`src/rtl/dtx_pkg.sv`:
```
package dtx_pkg;

    // default sizes
    localparam int DEF_VEC_BYTES = 64;
    localparam int DEF_NODES     = 64;
    localparam int DEF_CLASSES   = 16;

    // fixed field widths
    localparam int IDX_W      = 6;
    localparam int FIELD_SPAN = 2 ** IDX_W;
    localparam int CLS_W      = 4;
    localparam int OP_W       = 2;
    localparam int IN_DATA_W  = 56;
    localparam int OUT_DATA_W = 16;

    localparam logic [7:0] FILL_BYTE = 8'hFF;

    typedef enum logic [OP_W-1:0] {
        OP_NODE = 2'd0,
        OP_MASK = 2'd1,
        OP_CHAR = 2'd2
    } t_op;

    typedef enum logic [2:0] {
        S_IDLE,
        S_NODE,
        S_BYTE,
        S_CMP,
        S_EMIT_RD,
        S_EMIT_LD
    } t_state;

    typedef struct packed {
        logic [IDX_W-1:0] pos;
        logic [7:0]       thr;
        logic [IDX_W-1:0] left;
        logic [IDX_W-1:0] right;
        logic             leaf;
        logic [CLS_W-1:0] cls;
    } t_node;

    localparam int NODE_W = $bits(t_node);

endpackage

```
`src/rtl/dtx_step.sv`:
```
module dtx_step
    import dtx_pkg::*;
#(
    parameter  int VEC_BYTES = DEF_VEC_BYTES,
    parameter  int NODES     = DEF_NODES,
    localparam int VW        = $clog2(VEC_BYTES),
    localparam int NW        = $clog2(NODES)
) (
    input  t_node         i_node,
    input  logic [7:0]    i_byte,
    output logic [VW-1:0] o_byte_addr,
    output logic [NW-1:0] o_next
);

    // fold 6-bit fields onto the configured sizes
    logic [VW-1:0]    pos_mod   [FIELD_SPAN];
    logic [NW-1:0]    child_mod [FIELD_SPAN];
    logic [IDX_W-1:0] child;

    for (genvar g = 0; g < FIELD_SPAN; g++) begin : g_tab
        assign pos_mod[g]   = VW'(g % VEC_BYTES);
        assign child_mod[g] = NW'(g % NODES);
    end

    assign o_byte_addr = pos_mod[i_node.pos];
    assign child       = (i_byte <= i_node.thr) ? i_node.left : i_node.right;
    assign o_next      = child_mod[child];

endmodule

```
`config.mk`:
```
export PLATFORM = sky130hd
export DESIGN_NAME = dtx_step
export DESIGN_NICKNAME = d
export VERILOG_FILES = /design/src/rtl/dtx_pkg.sv /design/src/rtl/dtx_step.sv
export SDC_FILE = /design/constraint.sdc
export NUM_CORES = 1
export LEC_CHECK = 0
export ABC_AREA = 1
export BUFFER_PORTS_ARGS = -buffer_cell sky130_fd_sc_hd__buf_2
export CAP_MARGIN = 20
export CORE_AREA = 8 8 45 47
export DETAILED_ROUTE_END_ITERATION = 10
export DIE_AREA = 0 0 53 55
export PLACE_DENSITY = 0.79
export SYNTH_ARGS = -nofsm -noshare
export SYNTH_HDL_FRONTEND = slang
export SYNTH_SLANG_ARGS = --single-unit
```
`constraint.sdc`:
```
create_clock -name vclk -period 1.7
set_clock_uncertainty 0.15 [all_clocks]
set_input_delay 0.255 -clock vclk [all_inputs]
set_output_delay 0.255 -clock vclk [all_outputs]
set_load 0.01 [all_outputs]
```
After elaboration in Yosys (flattened, before gate mapping)
Memories as Yosys holds them, arrays and structs flattened. Index checks and enable logic that the tools add are counted.

Order comparisons: 3. Mux-type cells: 5. Bitwise operators: 2.

Operators by type and width (count): two-way mux 6 bit (5); >= comparator 7 bit, second input constant (2); NOT 6 -> 7 bit (2); <= comparator 8 bit (1).

Bits in registers: 0. ROM bits: 768. Bits of input ports: 39. Logic and storage cells: 12. Memories: 2.

Memories: (no name shown) (depth 64, width 6, read ports 1, clocked after memory_dff 0, wr ports 0, RTL line dtx_step.sv:27) `assign o_next = child_mod[child];`; (no name shown) (depth 64, width 6, read ports 1, clocked after memory_dff 0, wr ports 0, RTL line dtx_step.sv:25) `assign o_byte_addr = pos_mod[i_node.pos];`.

Logic depth before layout (Yosys ltp)
Depth after elaboration: 6. Mapped depth: 12. Gate-level depth less buffers: 12.

Least setup slack after synthesis
Ideal clock, no wire load.

Kind: input to output. Start point: input i_node[24] (netlist name). End point: output o_next[0]. Arrival: 1.186 ns. Data required time: 1.295 ns. Slack: 0.109 ns. Stages on the path: 8. Path buffers: 0. Cells stage by stage: inv_1 > ha_1 > a21o_1 > nor2_2 > nand2_4 > nand2_4 > nand2_1 > nand2_1.

Cells in the longest elaborated chain, start to end: 6.

Ends and longest elaborated chain: start: declaration (RTL line dtx_step.sv:9) `input t_node i_node,`; <= comparator 8 bit (RTL line dtx_step.sv:26) `assign child = (i_byte <= i_node.thr) ? i_node.left : i_node.right;`; two-way mux 6 bit (RTL line dtx_step.sv:26); NOT 6 -> 7 bit (not written as such) (RTL line dtx_step.sv:27); memory (64 x 6 bit); two-way mux 6 bit (not written as such) (2 in a row) (RTL line dtx_step.sv:27); end: declaration (RTL line dtx_step.sv:12) `output logic [NW-1:0] o_next`.

Every way passes these cells. The select of a mux whose other input is x is not followed.

Worst setup path in the final report
Start point: input i_byte[4]. End point: output o_next[3].

Cells in the longest elaborated chain, start to end: 6.

Ends and longest elaborated chain: start: declaration (RTL line dtx_step.sv:10) `input logic [7:0] i_byte,`; <= comparator 8 bit (RTL line dtx_step.sv:26); two-way mux 6 bit (RTL line dtx_step.sv:26); NOT 6 -> 7 bit (not written as such) (RTL line dtx_step.sv:27); memory (64 x 6 bit); two-way mux 6 bit (not written as such) (2 in a row) (RTL line dtx_step.sv:27).

Every way passes these cells. The select of a mux whose other input is x is not followed.

==> impl_metrics.py <==
metrics = {
    "sta": {
        "tns_ps": -208.9,
        "hold_violations": 0,
        "fmax_mhz": 573.3,
        "min_period_over_period": 1.026,
        "fin_crit_ps": 1744,
        "rsz0062_at_grt": "true",
        "slew_headroom": 0.8985,
        "setup_ws_ps": -44.34,
        "slew_viol_final": 0,
        "setup_viol": 6,
        "worst_slew_pin_slew_ps": 152.0,
    },
    "run": {
        "max_cap_viol_count": 0,
    },
    "placed_design": {
        "portBuffers": 34,
        "dp_hpwl_um": 1053,
        "dp.cells": 105,
        "globalplace.congestion": 0.6726,
    },
    "finish": {
        "num-clock-buffers": 0,
        "area_growth_pct": 94.39,
        "layout.nets": 138,
        "antenna_cells": 0,
        "multi_input_area_um2": 415.4,
        "drive_gt1_frac": 0.7416,
        "fin_util": 0.5326,
        "stdcell_count": 105,
        "nFillCells": 128,
        "seq_area_um2": 0,
        "seq_cells": 0,
    },
    "route": {
        "wirelength_um": 1310,
        "drcViolationCount": 0,
        "num_vias": 472,
        "via_per_inst": 4.495,
        "drtIter0Drc": 1,
        "routedWlPerCell_um": 12.48,
        "ant_nets": 0,
        "firstDrtPassIters": 2,
    },
    "setup_path": {
        "crit_required_ps": 1290,
        "worstSetupStartpointType": "input pin",
        "crit_path_end_kind": "output pin",
        "critical_path.cell_chain": "buf_2, ha_4, nand2_4, nor2_4, nand4_4, nand2_4, nand2_1, nand2_1, buf_2",
        "path_depth": 9,
        "startpoint": "i_byte[4]",
        "max_stage_delay_ps": 270,
        "cp_top_family": "simple AND/OR/NAND/NOR gates",
        "critPathArrivalTime_ps": 1340,
        "cp_num_buf_inv": 2,
        "path_max_fanout": 7,
        "crit_slowest_cell": "ha_4",
        "critPathKind": "input pin to output pin",
    },
    "global_route": {
        "grt_util_met2": 0.2090,
        "grt_pass1_vias": 529,
        "antenna_found_initial": 0,
        "grt_pass1_wl_um": 2242,
        "grtUsageMet3": 0.01604,
        "top_usage_layer": "met2",
        "grt_util_met1": 0.09502,
        "grt_max_degree": 8,
        "overflow": 0,
        "grt_usage": 0.09646,
    },
    "power_and_ir_drop": {
        "p_per_area_nw_per_um2": 309.9,
        "ir_worst_vdd_uv": 138.7,
        "power_leakage_nw": 0.3899,
    },
    "logic_synthesis": {
        "syn_area_um2": 379.1,
        "ys_seq_area_frac": 0,
        "synth.distinct_cells": 14,
        "syn_avg_cell_area_um2": 6.319,
        "synth_nets": 107,
        "syn-instance-count": 60,
        "yosysWarnings": 0,
    },
    "worst_hold_path": {
        "min_path_type": "input pin to output pin",
        "hold_start": "i_node[25]",
        "hold_depth": 0,
    },
    "die": {
        "ios": 51,
        "rows": 14,
        "dieHeight_um": 55,
        "die_w_um": 53,
        "fp.coreArea_um2": 1384,
        "dieArea_um2": 2915,
        "start_util": 0.2740,
    },
    "outcome": {
        "violations": "negative setup slack",
        "status": "finished with violations",
    },
    "cts": {
        "ctsHoldBuffers": 0,
    },
}
## final timing paths
path / endpoint / slack, ps
max: o_next[3] / -40
min: o_byte_addr[0] / 360
## per-stage QoR
stage	total power [W]	hold WS, ps	area (µm²)	setup WS [ps]
after CTS	0.0002161	360.1	708.2	-70.70
after global routing	0.0002539	360.0	737.0	-154.7
after global placement	0.0001546	360.1	531.8	-112.2
final	0.0002284	360.0	737.0	-44.34
after floorplan	0.0001078	451.8	379.1	109.2
after detailed placement	0.0001614	360.1	531.8	-149.6
## synthesized netlist by cell type
| cell type | number | area, µm² |
|---|---|---|
| buf_4 | 6 | 45.04 |
| a21oi_1 | 2 | 10.01 |
| inv_2 | 1 | 3.750 |
| a21o_1 | 1 | 7.510 |
| nor2_4 | 1 | 11.26 |
| nand2_1 | 18 | 67.56 |
| nand2_4 | 2 | 22.52 |
| inv_1 | 10 | 37.54 |
| nand2_2 | 2 | 12.51 |
| ha_1 | 8 | 100.1 |
| nand4_4 | 1 | 21.27 |
| nand3_1 | 6 | 30.03 |
| nor2_2 | 1 | 6.260 |
| nor2_1 | 1 | 3.750 |
## cell usage in the layout (no fill, tap or decap)
cell type,instances
buf_4,1
a21o_1,1
nand3_1,6
a21oi_2,2
inv_2,5
nor2_4,1
nand2_1,11
ha_1,1
nand4_4,1
buf_2,22
nor2_1,1
nor2_2,1
nand2_2,7
inv_1,3
ha_4,7
buf_6,12
nand2_4,4
inv_4,3
## cells by family (layout without fill, tap and decap cells)
family          count (synthesis)  count (layout)  synth area share
simple gates                   32              32            0.4620
fa+ha+maj                       8               8            0.2640
compound gates                  3               3           0.04621
buf+inv                        17              46            0.2277
## metal layers
metal,vias up,share of wire
met3,0,0.069
met1,212,0.33
met5,-,0
li1,241,-
met4,0,0
met2,19,0.60
## final cells by class
| class | instances | share of cell area |
|---|---|---|
| Inverter | 11 | 0.06621 |
| Tap cell | 16 | 0.02716 |
| Multi-Input combinational cell | 43 | 0.5637 |
| Timing Repair Buffer | 35 | 0.3430 |
## power by group
group | leakage, nW | total (W) | switching, W | internal, W
Combinational | 0.390 | 0.000228 | 0.000108 | 0.000120
Clock | 0 | 0 | 0 | 0
Sequential | 0 | 0 | 0 | 0
## repair_timing
item                                    in CTS  in global routing
setup buffers                                0                  0
resized for setup                           31                  9
endpoints found under the setup margin       6                  6
pin swaps                                   23                  7
Note: power is estimated with default switching activity, not from simulation.
