File: config.mk
export PLATFORM = sky130hd
export DESIGN_NAME = dtx_ram
export DESIGN_NICKNAME = d
export VERILOG_FILES = /design/src/rtl/dtx_pkg.sv /design/src/rtl/dtx_ram.sv
export SDC_FILE = /design/constraint.sdc
export NUM_CORES = 1
export LEC_CHECK = 0
export ABC_AREA = 1
export ABC_CLOCK_PERIOD_IN_PS = 3550
export BUFFER_PORTS_ARGS = -buffer_cell sky130_fd_sc_hd__buf_2
export CAP_MARGIN = 5
export CORE_MARGIN = 5
export CORE_UTILIZATION = 50
export DETAILED_ROUTE_END_ITERATION = 10
export GPL_TIMING_DRIVEN = 0
export MAX_ROUTING_LAYER = met4
export PLACE_DENSITY = 0.66
export SYNTH_ARGS = -nofsm -noshare
export SYNTH_HDL_FRONTEND = slang
export SYNTH_SLANG_ARGS = --single-unit
File: constraint.sdc
create_clock -name i_clk -period 3.55 [get_ports i_clk]
set_clock_uncertainty 0.2 [all_clocks]
set_input_delay 0 -clock i_clk [delete_from_list [all_inputs] [get_ports i_clk]]
set_output_delay 0 -clock i_clk [all_outputs]
set_load 0.005 [all_outputs]
File: src/rtl/dtx_pkg.sv
package dtx_pkg;

    // default sizes
    localparam int DEF_VEC_BYTES = 64;
    localparam int DEF_NODES     = 64;
    localparam int DEF_CLASSES   = 16;

    // fixed field widths
    localparam int IDX_W      = 6;
    localparam int FIELD_SPAN = 2 ** IDX_W;
    localparam int CLS_W      = 4;
    localparam int OP_W       = 2;
    localparam int IN_DATA_W  = 56;
    localparam int OUT_DATA_W = 16;

    localparam logic [7:0] FILL_BYTE = 8'hFF;

    typedef enum logic [OP_W-1:0] {
        OP_NODE = 2'd0,
        OP_MASK = 2'd1,
        OP_CHAR = 2'd2
    } t_op;

    typedef enum logic [2:0] {
        S_IDLE,
        S_NODE,
        S_BYTE,
        S_CMP,
        S_EMIT_RD,
        S_EMIT_LD
    } t_state;

    typedef struct packed {
        logic [IDX_W-1:0] pos;
        logic [7:0]       thr;
        logic [IDX_W-1:0] left;
        logic [IDX_W-1:0] right;
        logic             leaf;
        logic [CLS_W-1:0] cls;
    } t_node;

    localparam int NODE_W = $bits(t_node);

endpackage

File: src/rtl/dtx_ram.sv
module dtx_ram
    import dtx_pkg::*;
#(
    parameter  int WIDTH = 8,
    parameter  int DEPTH = DEF_VEC_BYTES,
    localparam int AW    = $clog2(DEPTH)
) (
    input  logic             i_clk,
    input  logic             i_we,
    input  logic [AW-1:0]    i_waddr,
    input  logic [WIDTH-1:0] i_wdata,
    input  logic [AW-1:0]    i_raddr,
    output logic [WIDTH-1:0] o_rdata
);

    logic [WIDTH-1:0] mem [DEPTH];

    always_ff @(posedge i_clk) begin
        if (i_we) begin
            mem[i_waddr] <= i_wdata;
        end
        o_rdata <= mem[i_raddr];
    end

endmodule

; ---- Word-level counts from Yosys, hierarchy flattened
; Memories as Yosys holds them, arrays and structs flattened. A register that Yosys moved wholly into a read port is not among the register bits.
; Cells that the tools add are included.
[totals]
rom_bits = 0
input_bits = 22
latchBits = 0
out_inout_bits = 8
reg_bits = 0
ram_bits = 512
memories = 1
elab_cells = 3
[op_classes]
n_div = 0
muxes = 2
n_addsub = 0
eq_ne = 0
bitwise_logic = 0
shift = 0
order_cmp = 0
multipliers = 0
reduce_logical = 0
[mem_list]
columns = memory, depth, word_bits, read_ports, rd_clocked_by_memory_dff, write_ports, line_no
row1 = mem, 64, 8, 1, 1, 1, dtx_ram.sv:16  ; logic [WIDTH-1:0] mem [DEPTH];
[op_table]
columns = op, n
row1 = $mux W1, 2

; ---- Logic depth before layout (Yosys ltp)
; Gate-level depths: netlist of the first run.
[logic_depth]
word_depth = 2
mapped_depth = 12
depth_no_buf = 9

; ---- Least setup slack after synthesis of the first run
; OpenSTA, ideal clock, no wires.
[synth_path]
path_kind = input to register
from = input port i_we
to = memory mem[48][0], enable pin
path_slack_ps = 1584
path_buffers = 1
setup_time_ps = 395
path_stages = 3
arrival_ps = 1371
required_time_ps = 2955
path_cell_list = clkbuf_1 -> nand4_1 -> nor4_1
[synth_between]
elab_chain_cells = 2
[synth_lines]
columns = element, line_no
row1 = "start, declared", dtx_ram.sv:9  ; input logic i_we,
row2 = $mux W1, dtx_ram.sv:19  ; if (i_we) begin
row3 = $mux W1 (implied by the code), dtx_ram.sv:20  ; mem[i_waddr] <= i_wdata;
row4 = "end, declared", dtx_ram.sv:16
; No other way between the ends.

; ---- Worst setup path after layout of the first run
[layout_path]
from = input port i_waddr[2]
to = memory mem[27][4], enable pin
[layout_lines]
columns = element, line_no
row1 = "start, declared", dtx_ram.sv:10  ; input logic [AW-1:0] i_waddr,
; No word-level cell before the write port.

==> results of run 1 <==
-- per-layer routing --
layer	global-route usage, %	wire [um]
met4	8.628	2078
met2	37.98	26830
met3	4.382	6290
met1	38.67	25540
met5	-	0
-- critical path, cell delays in order --
cell                            delay (ns)
sky130_fd_sc_hd__dlygate4sd3_1        0.54
sky130_fd_sc_hd__clkbuf_1             0.25
sky130_fd_sc_hd__inv_1                0.31
sky130_fd_sc_hd__nand4_1              0.63
sky130_fd_sc_hd__nor2_1               1.07
-- through the flow --
step | hold WS, ns | instance area, um^2
after floorplan | -0.1011 | 21340
after global placement | 0.1822 | 22120
after detailed placement | 0.1775 | 22290
after CTS | 0.003399 | 23930
after global routing | 0.07020 | 24020
final | 0.04567 | 24020
-- area by class of cell --
class,instances,area share (%)
diodes,1,0.01042
plain buffers,113,3.366
clock buffers,64,5.694
clock inverters,32,0.7554
inverters,12,0.2084
multi-input cells,1160,20.80
flip-flops and latches,520,64.69
well taps,539,2.808
repair buffers,47,1.667
-- logic make-up (layout without fill, tap and decap cells) --
group                  count (synthesis)  count (layout)  synth area share [%]
and+or+nand+nor                     1160            1160                 23.18
DFF                                  520             520                 72.80
buffers and inverters                125             268                 4.022
other                                  0               1                     0
-- Yosys cell counts, drive strengths merged --
cell | n | area share, %
nor4 | 8 | 0.23
nand3 | 439 | 10
edfxtp | 512 | 72
nand2 | 648 | 11
clkbuf | 15 | 0.26
dfxtp | 8 | 0.75
buf | 98 | 3.5
nor2 | 56 | 0.99
nand4 | 9 | 0.26
inv | 12 | 0.23
-- report_power, final --
part	switching, mW	internal [mW]	leakage, nW	total, mW
clock	2.30	2.80	0.765	5.10
combinational	0.671	0.251	3.28	0.922
sequential	0.0117	6.80	4.67	6.81
-- registers in the layout, summed over array words and instances, names as in the netlist --
register / cells
o_rdata: 8
mem: 512
-- how the worst max path moves through the flow --
| stage | from | endpoint | cells past startpoint | slack (ns) |
|---|---|---|---|---|
| after CTS | i_waddr[0] | mem[26][2] | 5 | 0.81 |
| final | i_waddr[2] | mem[27][4] | 5 | 0.75 |
| after global routing | i_waddr[0] | mem[26][7] | 5 | 0.69 |
| after global placement | i_waddr[3] | mem[55][0] | 4 | 0.58 |
| after floorplan | i_we | mem[48][0] | 3 | 1.58 |
| after detailed placement | i_waddr[0] | mem[26][0] | 4 | 0.75 |
-- repair_timing --
| action | 4_1_cts | 5_1_grt |
|---|---|---|
| setup buffers | 0 | 0 |
| gates resized for setup | 0 | 0 |
| endpoints found under the hold margin | 134 | 227 |
| hold buffers | 9 | 4 |
==> implementation parameters, run 1 <==
Parameter                              Value

Outcome
  Run status    finished clean

Logic synthesis
  Net count of the mapped netlist    1827
  Register bit count reported by yosys    520
  Average cell area after synthesis    11.82 um^2
  Cell variety after synth    16
  Post-Synthesis Cell Area    0.02134 mm^2
  Number of cells produced by synthesis    1805
  Number of warnings issued by yosys    0
  Proportion of synthesized chip area in sequential cells    72.80%

Die
  Die Width    216.6 um
  Die H    216.6 um
  Die Outline Area    0.04691 mm^2
  Core region area    0.04204 mm^2
  Initial Util    50.76%
  # IOs    30
  Cell Rows    75

Placement
  Post-DP HPWL    40720 um
  Routability congestion estimate    0.9484
  Placed cell count    2376
  Port Buffer Count    21
  Worst slack, placed    0.7528 ns

Critical path
  Reg-to-Reg Start    mem[59][0]
  Crit start category    primary input
  Peak fanout along the critical path    9
  End of the worst register-to-register path    o_rdata[0]
  Required arrival time at the worst endpoint    3.55 ns
  Critical path type    primary input to flop
  Worst endpoint data arrival time    2.81 ns
  Endpoint class of the critical path    flop
  Worst reg2reg setup slack    1.89 ns
  Length in cells of the worst reg-to-reg path    8

Power and ir drop
  Leakage component of the power    8.716 nW
  Power per cell area    534.1 mW/mm^2
  Peak supply drop    417.3 uV
  Tot Pwr    12.83 mW

Global routing
  Via count of the first global-routing pass    13579
  Global route total overflow    0
  Combined global-route utilization of all metal layers    26.33%
  Antenna violations before repair    2
  Pin count of the biggest net entering global routing    65
  First-pass GRT wire length    88670 um

Clocking
  Clock tree from TritonCTS    yes
  Maximum level of the CTS H-tree    2
  Worst-path clk slew    0.06 ns
  Cell chosen for the clock root    sky130_fd_sc_hd__clkbuf_16
  Buffer depth of the longest clock path    3
  Clock latency reported for the late side of the worst-skew pair    0.60 ns
  TritonCTS Sinks    520
  Clock buffers created by TritonCTS    52

Finish
  Area used by multi-input combinational logic    0.004996 mm^2
  Signed area change from the synthesized netlist to the final layout    12.54%
  Final design utilization    57.13%
  Final layout net count    1928
  Number of cells in the finished layout apart from fillers    2488
  Most frequent cells in the layout    sky130_fd_sc_hd__nand2_1 (648), sky130_fd_sc_hd__edfxtp_1 (512), sky130_fd_sc_hd__nand3_1 (439), sky130_fd_sc_hd__buf_2 (56), sky130_fd_sc_hd__nor2_1 (56)
  Area of all sequential standard cells    0.01553 mm^2
  Fraction of layout instances using a drive strength above 1    10.47%
  Number of filler instances in the final layout    3418
  Most common cell after layout, fill and taps aside    sky130_fd_sc_hd__nand2_1

STA
  Worst setup margin    0.7492 ns
  Final-report setup violation count    0
  Final Hold Viols    0
  Unrepaired setup endpoints after global routing    false
  Ratio of final minimum period to clock period    78.90%
  Relative max-transition margin    10.83%
  Max Freq    357.0 MHz
  Post-layout min period    2.801 ns
  Pins over their slew limit    0
  Final TNS setup    0 ns
  Transition time at the pin with the least slew margin    1.338 ns

Min path
  Hold path start    i_raddr[2]
  Worst min-delay path class    primary input to flop
  Hold-critical path endpoint    o_rdata[7]
  Depth of the worst hold-timing path    8

Routing
  Via count    14587
  Final antenna-violating net count    0
  Total DRC errors in the routed layout    0
  Total detailed-routing wirelength    60740 um
  Number of vias per cell    5.863
  Length of the first detailed-routing pass in iterations    9
  Iter 0 DRT Violations    2124
  Avg WL per Cell    24.41 um

Run
  MaxCap Viol Count    0
Note: power is estimated with default switching activity, not from simulation.
==> run 2, diff against run 1 <==
--- a/config.mk
+++ b/config.mk
@@ -6,7 +6,7 @@
 export NUM_CORES = 1
 export LEC_CHECK = 0
 export ABC_AREA = 1
-export ABC_CLOCK_PERIOD_IN_PS = 3550
+export ABC_CLOCK_PERIOD_IN_PS = 2600
 export BUFFER_PORTS_ARGS = -buffer_cell sky130_fd_sc_hd__buf_2
 export CAP_MARGIN = 5
 export CORE_MARGIN = 5
==> constraint.sdc (replaced) <==
create_clock -name i_clk -period 2.6 [get_ports i_clk]
set_clock_uncertainty 0.2 [all_clocks]
set_input_delay 0 -clock i_clk [delete_from_list [all_inputs] [get_ports i_clk]]
set_output_delay 0 -clock i_clk [all_outputs]
set_load 0.005 [all_outputs]
==> implementation parameters, run 2 (synthesized netlist as in run 1, its figures left out) <==
Parameter                              Value

Critical path
  Worst endpoint data arrival time    2.57 ns
  Required arrival time at the worst endpoint    2.60 ns
  Worst setup path end    mem[24][0]
  Cell-by-cell listing of the critical path    dlygate4sd3_1 > clkbuf_1 > inv_1 > nand4_1 > nor2_1
  Reg-to-Reg Start    mem[50][3]
  Worst reg2reg setup slack    0.92 ns
  Crit start category    primary input
  Slowest stage delay, CP    0.97 ns
  Peak fanout along the critical path    8
  Critical path type    primary input to flop
  Length in cells of the worst reg-to-reg path    8
  Critical path origin    i_waddr[1]
  Crit-path slowest cell    sky130_fd_sc_hd__nor2_1
  End of the worst register-to-register path    o_rdata[3]
  Endpoint class of the critical path    flop

Clocking
  Maximum level of the CTS H-tree    2
  Buffer depth of the longest clock path    3
  Cell chosen for the clock root    sky130_fd_sc_hd__clkbuf_16
  Worst-path clk slew    0.06 ns
  Clock tree from TritonCTS    yes
  TritonCTS Sinks    520
  Clock latency reported for the late side of the worst-skew pair    0.60 ns
  Clock buffers created by TritonCTS    52
  Number of setup buffers added after CTS    0

Routing
  Total DRC errors in the routed layout    0
  Iter 0 DRT Violations    1977
  Final antenna-violating net count    0
  Total detailed-routing wirelength    61090 um
  Via count    14574
  Avg WL per Cell    24.51 um
  Number of vias per cell    5.848
  Length of the first detailed-routing pass in iterations    6

Global routing
  Pin count of the biggest net entering global routing    65
  Combined global-route utilization of all metal layers    26.43%
  Via count of the first global-routing pass    13657
  Global route total overflow    0
  First-pass GRT wire length    89080 um
  Antenna violations before repair    3

Finish
  Signed area change from the synthesized netlist to the final layout    12.71%
  Area used by multi-input combinational logic    0.004999 mm^2
  Area of all sequential standard cells    0.01553 mm^2
  Fraction of layout instances using a drive strength above 1    10.51%
  Register with the most flip-flops    mem
  Final layout net count    1931
  Number of filler instances in the final layout    3420
  Most common cell after layout, fill and taps aside    sky130_fd_sc_hd__nand2_1
  Registers with the highest flip-flop counts    mem x512, o_rdata x8
  Max reg flops    512
  Most frequent cells in the layout    sky130_fd_sc_hd__nand2_1 (648), sky130_fd_sc_hd__edfxtp_1 (512), sky130_fd_sc_hd__nand3_1 (439), sky130_fd_sc_hd__buf_2 (56), sky130_fd_sc_hd__nor2_1 (55)

Power and ir drop
  Tot Pwr    17.53 mW
  Internal power contribution    13.45 mW
  Leakage component of the power    8.728 nW
  Gate power share    7.2%
  Share of power burned in the clock network    39.8%
  Power per cell area    729.0 mW/mm^2
  Part of the power in registers    53.0%
  Net Sw Frac    23.28%
  Switching power    4.081 mW
  Peak supply drop    565.0 uV

STA
  Relative max-transition margin    12.71%
  Pins over their slew limit    0
  Max Freq    389.5 MHz
  Ratio of final minimum period to clock period    98.76%
  Final Hold Viols    0
  Post-layout min period    2.568 ns
  Worst setup margin    0.03229 ns
  Final-report setup violation count    0
  Transition time at the pin with the least slew margin    1.309 ns
  Unrepaired setup endpoints after global routing    true

Placement
  Worst slack, placed    -0.1972 ns
  Routability congestion estimate    0.9484
  Post-DP HPWL    40720 um
  Port Buffer Count    21

Die
  Die H    216.6 um
  Die Outline Area    0.04691 mm^2
  Initial Util    50.76%
  Die Width    216.6 um
  Cell Rows    75
  # IOs    30
  Core region area    0.04204 mm^2

Outcome
  Run status    finished clean

Min path
  Worst min-delay path class    primary input to flop
  Hold path start    i_waddr[3]

Run
  MaxCap Viol Count    0
==> run 2: worst min path at each step <==
| stage | slack, ns | endpoint | cells past startpoint |
|---|---|---|---|
| final | 0.01 | mem[41][0] | 3 |
| after detailed placement | 0.18 | o_rdata[6] | 1 |
| after CTS | 0.003 | o_rdata[7] | 8 |
| after global placement | 0.18 | o_rdata[3] | 1 |
| after global routing | 0.06 | mem[53][7] | 3 |
| after floorplan | -0.10 | mem[0][0] | 0 |
==> run 2: final cells by class <==
| cell class | count | area share (%) |
|---|---|---|
| flip-flops and latches | 520 | 64.59 |
| plain buffers | 113 | 3.361 |
| clock inverters | 32 | 0.7543 |
| repair buffers | 50 | 1.790 |
| inverters | 12 | 0.2081 |
| clock buffers | 64 | 5.686 |
| well taps | 539 | 2.804 |
| multi-input cells | 1160 | 20.78 |
| diodes | 2 | 0.02081 |
==> run 2: routing by layer <==
layer  track usage, %  vias up  share of wire [%]
met2            38.13      769                 44
met1            38.69     7108                 42
met3            4.661      137                 10
met5                -        -                  0
li1                 -     6560                  -
met4            8.544        0                3.5
==> run 2: stage by stage <==
step | hold slack (ns) | utilization, % | cell area, um^2 | TNS [ns] | std cells
6_report | 0.01196 | 57.21 | 24050 | 0 | 2492
5_1_grt | 0.06356 | 57.21 | 24050 | -0.09732 | 2492
4_1_cts | 0.003399 | 56.99 | 23960 | 0 | 2484
3_5_place_dp | 0.1775 | 53.02 | 22290 | -4.655 | 2376
3_3_place_gp | 0.1822 | 52.61 | 22120 | -16.10 | 2365
2_1_floorplan | -0.1011 | - | 21340 | 0 | 1805
==> run 2: worst max-delay path, delay by kind of cell <==
family	cells	cell delay, ns
simple gates	2	1.57
buf+inv	3	0.98
==> run 2: timing repair <==
action,CTS,global route
hold endpoints to repair,134,196
hold buffers,12,4
resized for setup,0,1
endpoints found under the setup margin,0,21
==> run 2: power groups by stage <==
stage | Clock, mW | Sequential [mW] | Combinational (mW)
finish | 6.97 | 9.29 | 1.26
global placement | 0 | 9.48 | 1.18
floorplan | 0 | 9.47 | 0.652
detailed placement | 0 | 9.48 | 1.21
global route | 7.35 | 9.30 | 1.35
CTS | 7.01 | 9.30 | 1.23
